### src/sv/ptrt_pkg.sv
// Shared types, constants and helper functions for the pose to rigid transform block.
// Has no dependencies. Every other file refers to it by scoped names.
package ptrt_pkg;

   localparam int ATAN_ENTRIES = 24;
   localparam int ANGLE_W      = 17;
   localparam int XY_W         = 33;
   localparam int Z_W          = 25;
   localparam int ATAN_W       = 23;
   localparam int TRIG_W       = 22;
   localparam int MID_DEPTH    = 2;

   localparam logic signed [ANGLE_W-1:0] DEG90  = 17'sd11520;
   localparam logic signed [ANGLE_W-1:0] DEG180 = 17'sd23040;
   localparam logic signed [ANGLE_W-1:0] DEG360 = 17'sd46080;
   localparam logic signed [XY_W-1:0]    GAIN_Q30 = 33'sd652032874;
   localparam logic signed [TRIG_W-1:0]  ONE_Q20  = 22'sd1048576;

   localparam logic [1:0] ROW_0 = 2'd0;
   localparam logic [1:0] ROW_1 = 2'd1;
   localparam logic [1:0] ROW_2 = 2'd2;

   typedef struct packed {
      logic signed [31:0] offset_x;
      logic signed [31:0] offset_y;
      logic signed [31:0] offset_z;
      logic signed [15:0] roll_angle;
      logic signed [15:0] yaw_angle;
      logic signed [15:0] pitch_angle;
   } req_type;

   typedef struct packed {
      logic [1:0]         row_index;
      logic signed [15:0] col0;
      logic signed [15:0] col1;
      logic signed [15:0] col2;
      logic signed [31:0] col3_offset;
      logic               last_row;
   } rsp_type;

   typedef struct packed {
      logic signed [31:0] offset_x;
      logic signed [31:0] offset_y;
      logic signed [31:0] offset_z;
   } offset_type;

   // sine and cosine of the three angles at scale 2^20, with the pose offsets
   typedef struct packed {
      logic signed [TRIG_W-1:0] sr;
      logic signed [TRIG_W-1:0] cr;
      logic signed [TRIG_W-1:0] sy;
      logic signed [TRIG_W-1:0] cy;
      logic signed [TRIG_W-1:0] sp;
      logic signed [TRIG_W-1:0] cp;
      offset_type               offs;
   } trig_type;

   // atan(2^-i) in degrees times 2^16
   function automatic logic signed [ATAN_W-1:0] atan_deg16(input int idx);
      logic signed [ATAN_W-1:0] r;
      case (idx)
         0:  r = 23'sd2949120;
         1:  r = 23'sd1740967;
         2:  r = 23'sd919879;
         3:  r = 23'sd466945;
         4:  r = 23'sd234379;
         5:  r = 23'sd117304;
         6:  r = 23'sd58666;
         7:  r = 23'sd29335;
         8:  r = 23'sd14668;
         9:  r = 23'sd7334;
         10: r = 23'sd3667;
         11: r = 23'sd1833;
         12: r = 23'sd917;
         13: r = 23'sd458;
         14: r = 23'sd229;
         15: r = 23'sd115;
         16: r = 23'sd57;
         17: r = 23'sd29;
         18: r = 23'sd14;
         19: r = 23'sd7;
         20: r = 23'sd4;
         21: r = 23'sd2;
         22: r = 23'sd1;
         default: r = 23'sd0;
      endcase
      return r;
   endfunction

   // round half up by a right shift, then clamp to Q2.14
   function automatic logic signed [15:0] round_sat(input logic signed [66:0] v,
                                                    input int sh);
      logic signed [66:0] r;
      logic signed [15:0] q;
      r = (v + (67'sd1 <<< (sh - 1))) >>> sh;
      if (r > 67'sd32767) begin
         q = 16'sh7fff;
      end else if (r < -67'sd32768) begin
         q = 16'sh8000;
      end else begin
         q = r[15:0];
      end
      return q;
   endfunction

endpackage

### src/sv/ptrt_queue.sv
// Short queue of sine/cosine sets between the front and back parts.
// Depends on ptrt_pkg.
module ptrt_queue (
   input  logic               clock,
   input  logic               reset,
   input  logic               push,
   input  ptrt_pkg::trig_type push_data,
   output logic               full,
   input  logic               pop,
   output ptrt_pkg::trig_type head_data,
   output logic               empty
);

   localparam int DEPTH = ptrt_pkg::MID_DEPTH;
   localparam int PW    = $clog2(DEPTH);

   ptrt_pkg::trig_type  mem_ff [0:DEPTH-1];
   logic [PW-1:0]       head_ff;
   logic [PW-1:0]       tail_ff;
   logic [PW:0]         count_ff;
   logic                do_push;
   logic                do_pop;

   assign full      = (count_ff == (PW + 1)'(DEPTH));
   assign empty     = (count_ff == '0);
   assign do_push   = push && !full;
   assign do_pop    = pop && !empty;
   assign head_data = mem_ff[head_ff];

   // store the pushed item
   always_ff @(posedge clock) begin
      if (do_push) begin
         mem_ff[tail_ff] <= push_data;
      end
   end

   // advance pointers and fill count
   always_ff @(posedge clock) begin
      if (reset) begin
         head_ff  <= '0;
         tail_ff  <= '0;
         count_ff <= '0;
      end else begin
         if (do_push) begin
            tail_ff <= (tail_ff == PW'(DEPTH - 1)) ? '0 : tail_ff + 1'b1;
         end
         if (do_pop) begin
            head_ff <= (head_ff == PW'(DEPTH - 1)) ? '0 : head_ff + 1'b1;
         end
         count_ff <= count_ff + (PW + 1)'(do_push) - (PW + 1)'(do_pop);
      end
   end

   assert property (@(posedge clock) disable iff (reset)
      count_ff <= (PW + 1)'(DEPTH))
      else $error("queue count overflow");

   assert property (@(posedge clock) disable iff (reset)
      (do_push && !do_pop) |=> (count_ff == $past(count_ff) + 1'b1))
      else $error("queue count missed a push");

   assert property (@(posedge clock) disable iff (reset)
      (do_pop && !do_push) |=> (count_ff == $past(count_ff) - 1'b1))
      else $error("queue count missed a pop");

endmodule

### config.mk
export PLATFORM = sky130hd
export DESIGN_NAME = ptrt_queue
export DESIGN_NICKNAME = d
export VERILOG_FILES = /design/src/sv/ptrt_pkg.sv /design/src/sv/ptrt_queue.sv
export SDC_FILE = /design/constraint.sdc
export NUM_CORES = 1
export LEC_CHECK = 0
export BUFFER_PORTS_ARGS = -buffer_cell sky130_fd_sc_hd__buf_4
export CAP_MARGIN = 0
export CORE_MARGIN = 10
export CORE_UTILIZATION = 45
export CTS_CLUSTER_SIZE = 24
export DETAILED_ROUTE_END_ITERATION = 7
export PLACE_DENSITY = 0.79
export SLEW_MARGIN = 20
export SYNTH_ARGS = -nofsm -noshare
export SYNTH_HDL_FRONTEND = slang
export SYNTH_SLANG_ARGS = --single-unit
### constraint.sdc
create_clock -name clock -period 15.78 [get_ports clock]
set_clock_uncertainty 0.15 [all_clocks]
set_input_delay 0.789 -clock clock [delete_from_list [all_inputs] [get_ports clock]]
set_output_delay 0.789 -clock clock [all_outputs]
set_load 0.02 [all_outputs]
==> reports/qor.yml, run 1 <==
status: "complete, no violations"
path_clk_slew_ns: 0.06
wl_met2_um: 19900
cts_hold_buf: 0
cts_setup_buffers: 0
clock-sinks: 461
vias: 8665
wl_per_cell_um: 23.1
cap_violations: 0
cts_resized: 0
area_growth_pct: 31.6
cts_inserted_buffers: 46
hold_path_depth: 1
die_w_um: 213
hold_start: "push_data[164]"
cts_tree: "done"
power_frac_seq_pct: 42.3
required_ns: 14.84
drive_gt1_share_pct: 60.3
rows: 70
htree_levels: 2
ir_drop_mv: 0.129
synth_fp_nets: 970
wl_met1_um: 14400
p_total_w: 0.00385
grt_max_degree: 82
combPwrFrac_pct: 30.3
highest_layer: "met5"
synth_common_cells: "edfxtp_1 (456), mux2_2 (228), buf_6 (25)"
p_per_area_nw_per_um2: 174
async_flop_share_pct: 0
start_kind: "flop"
clock.fmax_mhz: 240
arrival_ns: 3.22
crit_type: "flop to output pin"
drc: 0
synth_warnings: 0
cts_root_buffer: "clkbuf_16"
synth_edf_count: 456
synth_most_common_cell: "edfxtp_1"
port-buffer-count: 461
p_leak_nw: 8.18
syn_area_um2: 16800
p_switching_w: 0.00114
route.met3.wl_um: 4830
yosysTopAreaCell: "edfxtp_1"
synthFlopType: "edfxtp_1"
syn-mean-instance-area_um2: 22.8
ys_ff_latch: 461
grt_pass1_wl_um: 57000
wirelength_um: 40000
period_share_pct: 26.3
die_h_um: 213
synthCells: 736
grt_use_total_pct: 16.8
io_pins: 462
rsz0062_at_grt: "no"
reg2reg_slack_ns: 12.45
antenna_cells: 0
drt_iter0_drc: 513
r2r-end: "mem_ff[1][71]$_DFFE_PP_"
place_ws_ns: 12.11
pwr-share-clk_pct: 27.4
setup_viol: 0
start_util_pct: 45.7
layout_setup_ws_ns: 11.62
clkLatencyLatePin_ns: 0.55
r2r-start: "count_ff[0]$_SDFF_PP0_"
drt-vias-per-instance: 5.01
tns_ns: 0
r2r.worst_path.cells: 4
synth_cell_type_count: 20
synth_top_area_share_pct: 81.6
internal-power_w: 0.00271
final_net_count: 1461
final_hold_viol_count: 0
slew_viol_final: 0
drtPass1Iterations: 4
yosysSeqAreaShare_pct: 82.2
drtAntennaViolNets: 0
swShare_pct: 29.7
critPathMaxFanout: 79
grt_pass1_vias: 9287
place_area_um2: 20600
worstHoldEndpoint: "mem_ff[0][164]$_DFFE_PP_"
dp.final_hpwl_um: 27600
antenna_found_initial: 3
core_um2: 36700
grt-ovfl-total: 0
fin_util_pct: 60.2
min_path_type: "input pin to flop"
maxSlewHeadroom_pct: 27.2
yosys-top-cells-area: "edfxtp_1 (82%), mux2_2 (15%), buf_6 (1.7%)"
end_kind: "output pin"
period_minus_slack_ns: 4.16
tightestPinTransition_ns: 1.09
max-clock-path-buffers: 3
design_area_um2: 22100
dieArea_um2: 45400
place_congestion: 0.780
-- registers in the layout, indices dropped and copies added, names as in the netlist, named ones only --
register  cells
head_ff       1
count_ff      2
mem_ff      456
tail_ff       1
-- worst max-delay path, cell delays in order (launching register included) --
cell and delay (ns):
dfxtp_4 1.02, buf_4 0.92, mux2_2 0.45, buf_4 0.17
-- cell type report --
type	count	area, um^2
clock buffer	62	1270
clock inverter	21	195
fill	2609	14600
inverter	4	22.5
multi-input combinational	246	2690
sequential	461	13800
tap	468	586
timing repair buffer	468	3520
-- layout by cell type, fill, tap and decap left out, types with 2 or more instances in the layout --
cell type	netlist	layout
nor2_1	4	4
clkbuf_16	0	49
dfxtp_1	5	4
mux2_2	228	228
edfxtp_1	456	456
clkinv_2	0	6
buf_4	0	467
ha_1	2	2
clkinv_1	0	10
bufinv_16	0	4
inv_1	3	2
clkbuf_1	0	13
-- how the worst max path moves through the flow --
stage	startpoint	endpoint	slack [ns]	cells past startpoint
2_1_floorplan	push	mem_ff[0][0]$_DFFE_PP_	9.46	3
3_3_place_gp	push	mem_ff[1][71]$_DFFE_PP_	12.13	4
3_5_place_dp	push	mem_ff[1][71]$_DFFE_PP_	12.11	4
4_1_cts	flop	head_data[56]	11.54	3
5_1_grt	flop	head_data[56]	11.41	3
6_report	flop	head_data[171]	11.62	3
-- power by group through the flow --
stage	sequential, W	combinational (W)	clock [W]
detailed placement	0.00166	0.00118	0
global placement	0.00165	0.00117	0
CTS	0.00163	0.00118	0.00108
global route	0.00165	0.00123	0.00112
floorplan	0.00165	0.000736	0
finish	0.00163	0.00117	0.00106
-- through the flow --
stage / instances / hold slack (ns)
after detailed placement: 1647 / 0.335
after floorplan: 736 / 0.301
final: 1730 / 0.261
after global placement: 1647 / 0.321
after CTS: 1730 / 0.221
after global routing: 1730 / 0.227
-- per-layer routing --
layer  GRT usage (%)  vias to the layer above
met4            5.22                        6
met3            8.36                       55
met1            18.3                     4290
met2            28.1                      390
met5               0                        -
li1                -                     3924
-- cells by family after synthesis --
| kind of cell | Yosys count | share of synthesized area [%] |
|---|---|---|
| flip-flops | 461 | 82.2 |
| multiplexers | 228 | 15.3 |
| buffers and inverters | 29 | 1.77 |
| AND/OR/NAND/NOR | 11 | 0.351 |
| AO/OA/AOI/OAI | 3 | 0.104 |
| XOR/XNOR | 2 | 0.104 |
| adder cells (fa/ha/maj) | 2 | 0.149 |
(Power assumes the default switching activity.)
==> run 2, diff against run 1 <==
--- a/config.mk
+++ b/config.mk
@@ -5,6 +5,7 @@
 export SDC_FILE = /design/constraint.sdc
 export NUM_CORES = 1
 export LEC_CHECK = 0
+export ABC_AREA = 1
 export BUFFER_PORTS_ARGS = -buffer_cell sky130_fd_sc_hd__buf_4
 export CAP_MARGIN = 0
 export CORE_MARGIN = 10
==> constraint.sdc (replaced) <==
create_clock -name clock -period 4 [get_ports clock]
set_clock_uncertainty 0.15 [all_clocks]
set_input_delay 0.2 -clock clock [delete_from_list [all_inputs] [get_ports clock]]
set_output_delay 0.2 -clock clock [all_outputs]
set_load 0.02 [all_outputs]
==> run 2 against run 1 <==
Die area hardly changed. Hold slack worse by 0.038 ns. Core utilization is 6.9 points higher. Sequential share of layout area is 6.4 points lower. Sequential power grew to 3.9 times the previous value. Non-clock buffer count is 242 higher. Worst setup slack worse by 10 ns. Global-route usage is 3.1 points higher.
==> reports/qor.yml, run 2 <==
area_growth_pct: 46.6
cts_root_buffer: "clkbuf_16"
io_pins: 462  # unchanged
syn_area_um2: 16800  # about the same
dp_cells: 1670  # +1.4%
synth_common_cells: "edfxtp_1 (456), mux2_2 (228), buf_6 (24)"
setup_viol: 0  # unchanged
yosysTopAreaCell: "edfxtp_1"
die_w_um: 213  # about the same
rsz0062_at_grt: "no"
final_hold_viol_count: 0  # unchanged
syn-mean-instance-area_um2: 22.4  # -1.5%
drtAntennaViolNets: 0  # unchanged
top_register: "mem_ff"
grt_use_met2_pct: 36.8  # +8.7 points
cts_tree: "done"
critPathMaxFanout: 71  # -10%
p_leak_nw: 9.26  # +13%
status: "complete, no violations"
min_path_type: "input pin to flop"
swShare_pct: 29.6  # -0.068 points
yosys-top-cells-area: "edfxtp_1 (82%), mux2_2 (15%), buf_6 (1.6%)"
ir_drop_mv: 0.474  # +270%
cts_inserted_buffers: 47  # +2.2%
drt-vias-per-instance: 5.05  # +0.79%
fin_util_pct: 67.1  # +6.9 points
synthFlopType: "edfxtp_1"
synthCells: 748  # +1.6%
combPwrFrac_pct: 29.6  # -0.7 points
largest_reg_flops: 456  # unchanged
final_net_count: 1716  # +17%
cts_resized: 0  # unchanged
crit_type: "flop to output pin"
tightestPinTransition_ns: 0.922  # -0.171 ns
grt-ovfl-total: 0  # unchanged
fin_hold_ws_ns: 0.223  # -0.0383 ns
rows: 70  # unchanged
final_cell_mix: "buf_4 (470), edfxtp_1 (456), dlygate4sd3_1 (231), mux2_2 (228), clkbuf_16 (49)"
grt_use_total_pct: 19.9  # +3.1 points
drc: 0  # unchanged
final_common_cell: "buf_4"
clkLatencyLatePin_ns: 0.55  # about the same
cap_violations: 0  # unchanged
synth_most_common_cell: "edfxtp_1"
grt_pass1_vias: 11200  # +20%
p_per_area_nw_per_um2: 609  # +250%
place_congestion: 0.767  # -1.7%
required_ns: 3.65  # -11.19 ns
port-buffer-count: 461  # unchanged
drtPass1Iterations: 4  # unchanged
p_switching_w: 0.00444  # +290%
wl_per_cell_um: 23.4  # +1.3%
synth_top_area_share_pct: 81.6  # about the same
pwr-share-clk_pct: 27.9  # +0.5 points
yosysSeqAreaShare_pct: 82.2  # about the same
ys_ff_latch: 461  # unchanged
period_share_pct: 69.4
top_usage_layer: "met2"
cts_setup_buffers: 0  # unchanged
use_met3_pct: 5.41  # -2.9 points
synth_cell_type_count: 11  # -45%
synth_edf_count: 456  # unchanged
start_util_pct: 45.8  # about the same
synth_warnings: 0  # unchanged
slew_viol_final: 0  # unchanged
clock.fmax_mhz: 360
drt_iter0_drc: 749  # +46%
arrival_ns: 2.42  # -0.80 ns
grt_max_degree: 91  # +11%
die_h_um: 213  # about the same
grt_pass1_wl_um: 68500  # +20%
maxSlewHeadroom_pct: 38.4  # +11 points
antenna_found_initial: 2  # -1
synth_fp_nets: 982  # +1.2%
htree_levels: 2  # unchanged
async_flop_share_pct: 0  # unchanged
top_regs: "mem_ff: 456 flops, count_ff: 2 flops"
core_um2: 36700  # unchanged
max-clock-path-buffers: 3  # unchanged
grt_use_met1_pct: 21.3  # +3.0 points
layoutNonFillerInstCount: 1985  # +15%
dp.final_hpwl_um: 28300  # +2.4%
place_ws_ns: 1.68  # -10.44 ns
drive_gt1_share_pct: 51.4  # -8.9 points
dieArea_um2: 45400  # about the same
wirelength_um: 46500  # +16%
cts_hold_buf: 231  # +231
power_frac_seq_pct: 42.5  # +0.2 points
vias: 10000  # +16%
clock-sinks: 461  # unchanged
end_kind: "output pin"
path_clk_slew_ns: 0.06  # about the same
layout_setup_ws_ns: 1.23  # -10.40 ns
start_kind: "flop"
period_minus_slack_ns: 2.77
internal-power_w: 0.0105  # +290%
-- run 2: layer usage --
metal / wire length, um / up-vias
met2: 25200 / 478
met5: 0 / -
met3: 3670 / 77
li1: - / 4434
met1: 16400 / 5032
met4: 1190 / 0
-- run 2: area by class of cell --
cell class,instances,area [um^2]
inverter,10,41.3
multi-input combinational,252,2700
clock buffer,59,1260
timing repair buffer,710,6020
fill,2223,12100
sequential,461,13800
tap,468,586
clock inverter,23,191
antenna,2,5.00
-- run 2: logic make-up after synthesis --
logic type / after synthesis / share of synthesized area (%)
DFF: 461 / 82.2
and+or+nand+nor: 20 / 0.469
buffers and inverters: 35 / 1.88
AOI/OAI and AO/OA: 2 / 0.0596
muxes: 228 / 15.3
adders and majority gates: 2 / 0.149
-- run 2: final timing paths --
path | start | endpoint | slack, ns | cells past startpoint
worst min register to register | head_ff$_SDFFE_PP0P_ | flop | 0.39 | 2
worst max register to register | count_ff[0]$_SDFF_PP0_ | mem_ff[1][143]$_DFFE_PP_ | 1.69 | 5
worst max-delay path | flop | head_data[71] | 1.23 | 3
worst min-delay path | push_data[220] | mem_ff[0][220]$_DFFE_PP_ | 0.22 | 2
-- run 2: per-stage QoR --
step	area [um^2]	total power, W	setup TNS (ns)
2_1_floorplan	16800	0.00892	-207.41
3_3_place_gp	20800	0.0105	0
3_5_place_dp	20800	0.0106	0
4_1_cts	24600	0.0150	0
5_1_grt	24600	0.0155	0
6_report	24600	0.0150	0
-- run 2: worst max-delay path, stage by stage (launching register included) --
cell and delay (ns):
dfxtp_4 0.80, buf_12 0.40, mux2_2 0.41, buf_4 0.17
-- run 2: power groups by stage --
stage	sequential [W]	combinational, W	clock (W)
after floorplan	0.00641	0.00250	0
after global placement	0.00640	0.00414	0
after detailed placement	0.00645	0.00419	0
after CTS	0.00635	0.00442	0.00424
after global routing	0.00643	0.00466	0.00444
final	0.00637	0.00444	0.00418
==> run 3, diff against run 2 <==
--- a/config.mk
+++ b/config.mk
@@ -5,7 +5,7 @@
 export SDC_FILE = /design/constraint.sdc
 export NUM_CORES = 1
 export LEC_CHECK = 0
-export ABC_AREA = 1
+export ABC_AREA = 0
 export BUFFER_PORTS_ARGS = -buffer_cell sky130_fd_sc_hd__buf_4
 export CAP_MARGIN = 0
 export CORE_MARGIN = 10
==> constraint.sdc (replaced) <==
create_clock -name clock -period 2.7 [get_ports clock]
set_clock_uncertainty 0.15 [all_clocks]
set_input_delay 0.135 -clock clock [delete_from_list [all_inputs] [get_ports clock]]
set_output_delay 0.135 -clock clock [all_outputs]
set_load 0.02 [all_outputs]
==> run 3 against run 2 <==
Hold slack got worse by 0.078 ns. Sequential share of layout area rose by 0.063 points. Cell area fell by 0.11%. Worst setup slack got worse by 0.98 ns. Register-to-register slack got worse by 1.1 ns. Largest cell class unchanged. Global-route usage rose by 0.28 points. Routed wire length rose by 1.0%. Combinational power rose by 72%. Flip-flop and latch count did not move.
==> reports/qor.yml, run 3 (same netlist as run 1, synthesis figures left out) <==
critPathMaxFanout: 79  # +11%
rows: 70  # unchanged
htree_levels: 2  # unchanged
status: "complete, no violations"
cap_violations: 0  # unchanged
tns_ns: 0  # unchanged
dp.final_hpwl_um: 28600  # +0.93%
clock-sinks: 461  # unchanged
p_total_w: 0.0230  # +54%
end_kind: "output pin"
start_kind: "flop"
grt_use_met1_pct: 22.6  # +1.2 points
place_congestion: 0.777  # +1.4%
slowest_stage: "dfxtp_4"
final_net_count: 1710  # -0.35%
arrival_ns: 2.17  # -0.25 ns
p_per_area_nw_per_um2: 936  # +54%
die_w_um: 213  # about the same
slowest_delay_ns: 0.53  # -0.27 ns
drt-vias-per-instance: 5.01  # -0.77%
p_leak_nw: 9.22  # -0.42%
grt_max_degree: 80  # -12%
final_cell_mix: "buf_4 (475), edfxtp_1 (456), dlygate4sd3_1 (231), mux2_2 (228), clkbuf_16 (49)"
largest_reg_flops: 456  # unchanged
port-buffer-count: 461  # unchanged
wl_per_cell_um: 23.7  # +1.0%
die_h_um: 213  # about the same
period_minus_slack_ns: 2.46
io_pins: 462  # unchanged
final_common_cell: "buf_4"
grt_use_met2_pct: 34.7  # -2.0 points
top_register: "mem_ff"
period_share_pct: 91.1
grt_use_total_pct: 20.1  # +0.28 points
drtAntennaViolNets: 0  # unchanged
crit_type: "flop to output pin"
cts_tree: "done"
final_hold_viol_count: 0  # unchanged
min_path_type: "input pin to flop"
maxSlewHeadroom_pct: 65.3  # +27 points
tightestPinTransition_ns: 0.521  # -0.401 ns
path_clk_slew_ns: 0.06  # about the same
setup_viol: 0  # unchanged
cts_inserted_buffers: 47  # unchanged
start_util_pct: 45.7  # about the same
core_um2: 36700  # unchanged
place_ws_ns: 0.573  # -1.10 ns
drive_gt1_share_pct: 51.9  # +0.50 points
drtPass1Iterations: 5  # +1
grt_pass1_wl_um: 68500  # about the same
max-clock-path-buffers: 3  # unchanged
cts_resized: 0  # unchanged
cts_root_buffer: "clkbuf_16"
clkLatencyLatePin_ns: 0.56  # about the same
grt_pass1_vias: 11000  # -1.8%
ir_drop_mv: 0.732  # +55%
drc: 0  # unchanged
top_regs: "mem_ff: 456 flops, count_ff: 2 flops"
num-fill-cells: 2205  # -0.81%
grt-ovfl-total: 0  # unchanged
area_growth_pct: 46.5  # about the same
vias: 9944  # -0.77%
required_ns: 2.41  # -1.24 ns
cts_setup_buffers: 0  # unchanged
layout_setup_ws_ns: 0.240  # -0.985 ns
use_met3_pct: 7.18  # +1.8 points
dieArea_um2: 45400  # about the same
drt_iter0_drc: 816  # +8.9%
wirelength_um: 47000  # +1.0%
rsz0062_at_grt: "no"
antenna_found_initial: 5  # +3
cts_hold_buf: 231  # unchanged
top_usage_layer: "met2"
cp_cell_sequence: "buf_12, mux2_2, buf_4"
clock.fmax_mhz: 407
slew_viol_final: 0  # unchanged
==> run 3: changes by cell type in the layout (fill, tap and decap cells not counted), moves of 2 or more <==
cell	change
buf_4	+5
bufinv_16	-3
clkbuf_1	+4
clkinv_1	-2
clkinv_2	+4
clkinvlp_4	+3
diode_2	+3
inv_1	-6
nand2_1	-5
nand3_1	-2
nor2_1	-4
==> run 3: per-layer routing <==
metal / share of wire (%) / vias up / wire length, um
met1: 36 / 4936 / 16700
met2: 52 / 504 / 24300
li1: - / 4419 / -
met3: 9.9 / 85 / 4640
met5: 0 / - / 0
met4: 2.9 / 0 / 1360
==> run 3: through the flow <==
stage / util, % / cell area, um^2 / hold slack [ns] / cells
detailed placement: 56.9 / 20900 / 0.173 / 1664
finish: 67.0 / 24600 / 0.145 / 1985
CTS: 67.0 / 24600 / 0.104 / 1980
global route: 67.0 / 24600 / 0.118 / 1985
floorplan: - / 16800 / 0.0492 / 736
global placement: 56.9 / 20900 / 0.170 / 1664
==> run 3: path summary, 6_finish.rpt <==
check	cells after the start	slack, ns	start	to
worst max-delay path	3	0.24	flop	head_data[169]
worst min-delay path	2	0.14	push_data[75]	mem_ff[0][75]$_DFFE_PP_
worst max register to register	6	0.56	count_ff[0]$_SDFF_PP0_	mem_ff[0][178]$_DFFE_PP_
worst min register to register	2	0.35	tail_ff$_SDFFE_PP0P_	tail_ff$_SDFFE_PP0P_
==> run 3: critical path, delay by kind of cell (launching register included) <==
family,cells,cell delay [ns]
muxes,1,0.44
DFF,1,0.53
buffers and inverters,2,0.58
==> run 3: final cells by class <==
type | count | area, um^2 | share of cell area, %
clock inverter | 22 | 108 | 0.438
sequential | 461 | 13800 | 56.1
inverter | 4 | 21.3 | 0.0865
timing repair buffer | 716 | 6080 | 24.7
antenna | 5 | 12.5 | 0.0509
multi-input combinational | 246 | 2700 | 11.0
tap | 468 | 586 | 2.38
clock buffer | 63 | 1280 | 5.20
==> run 3: power by group <==
group / switching [W] / internal, W / leakage (nW)
registers: 0.000309 / 0.00911 / 4.30
clock network: 0.00264 / 0.00332 / 0.676
logic: 0.00420 / 0.00343 / 4.25
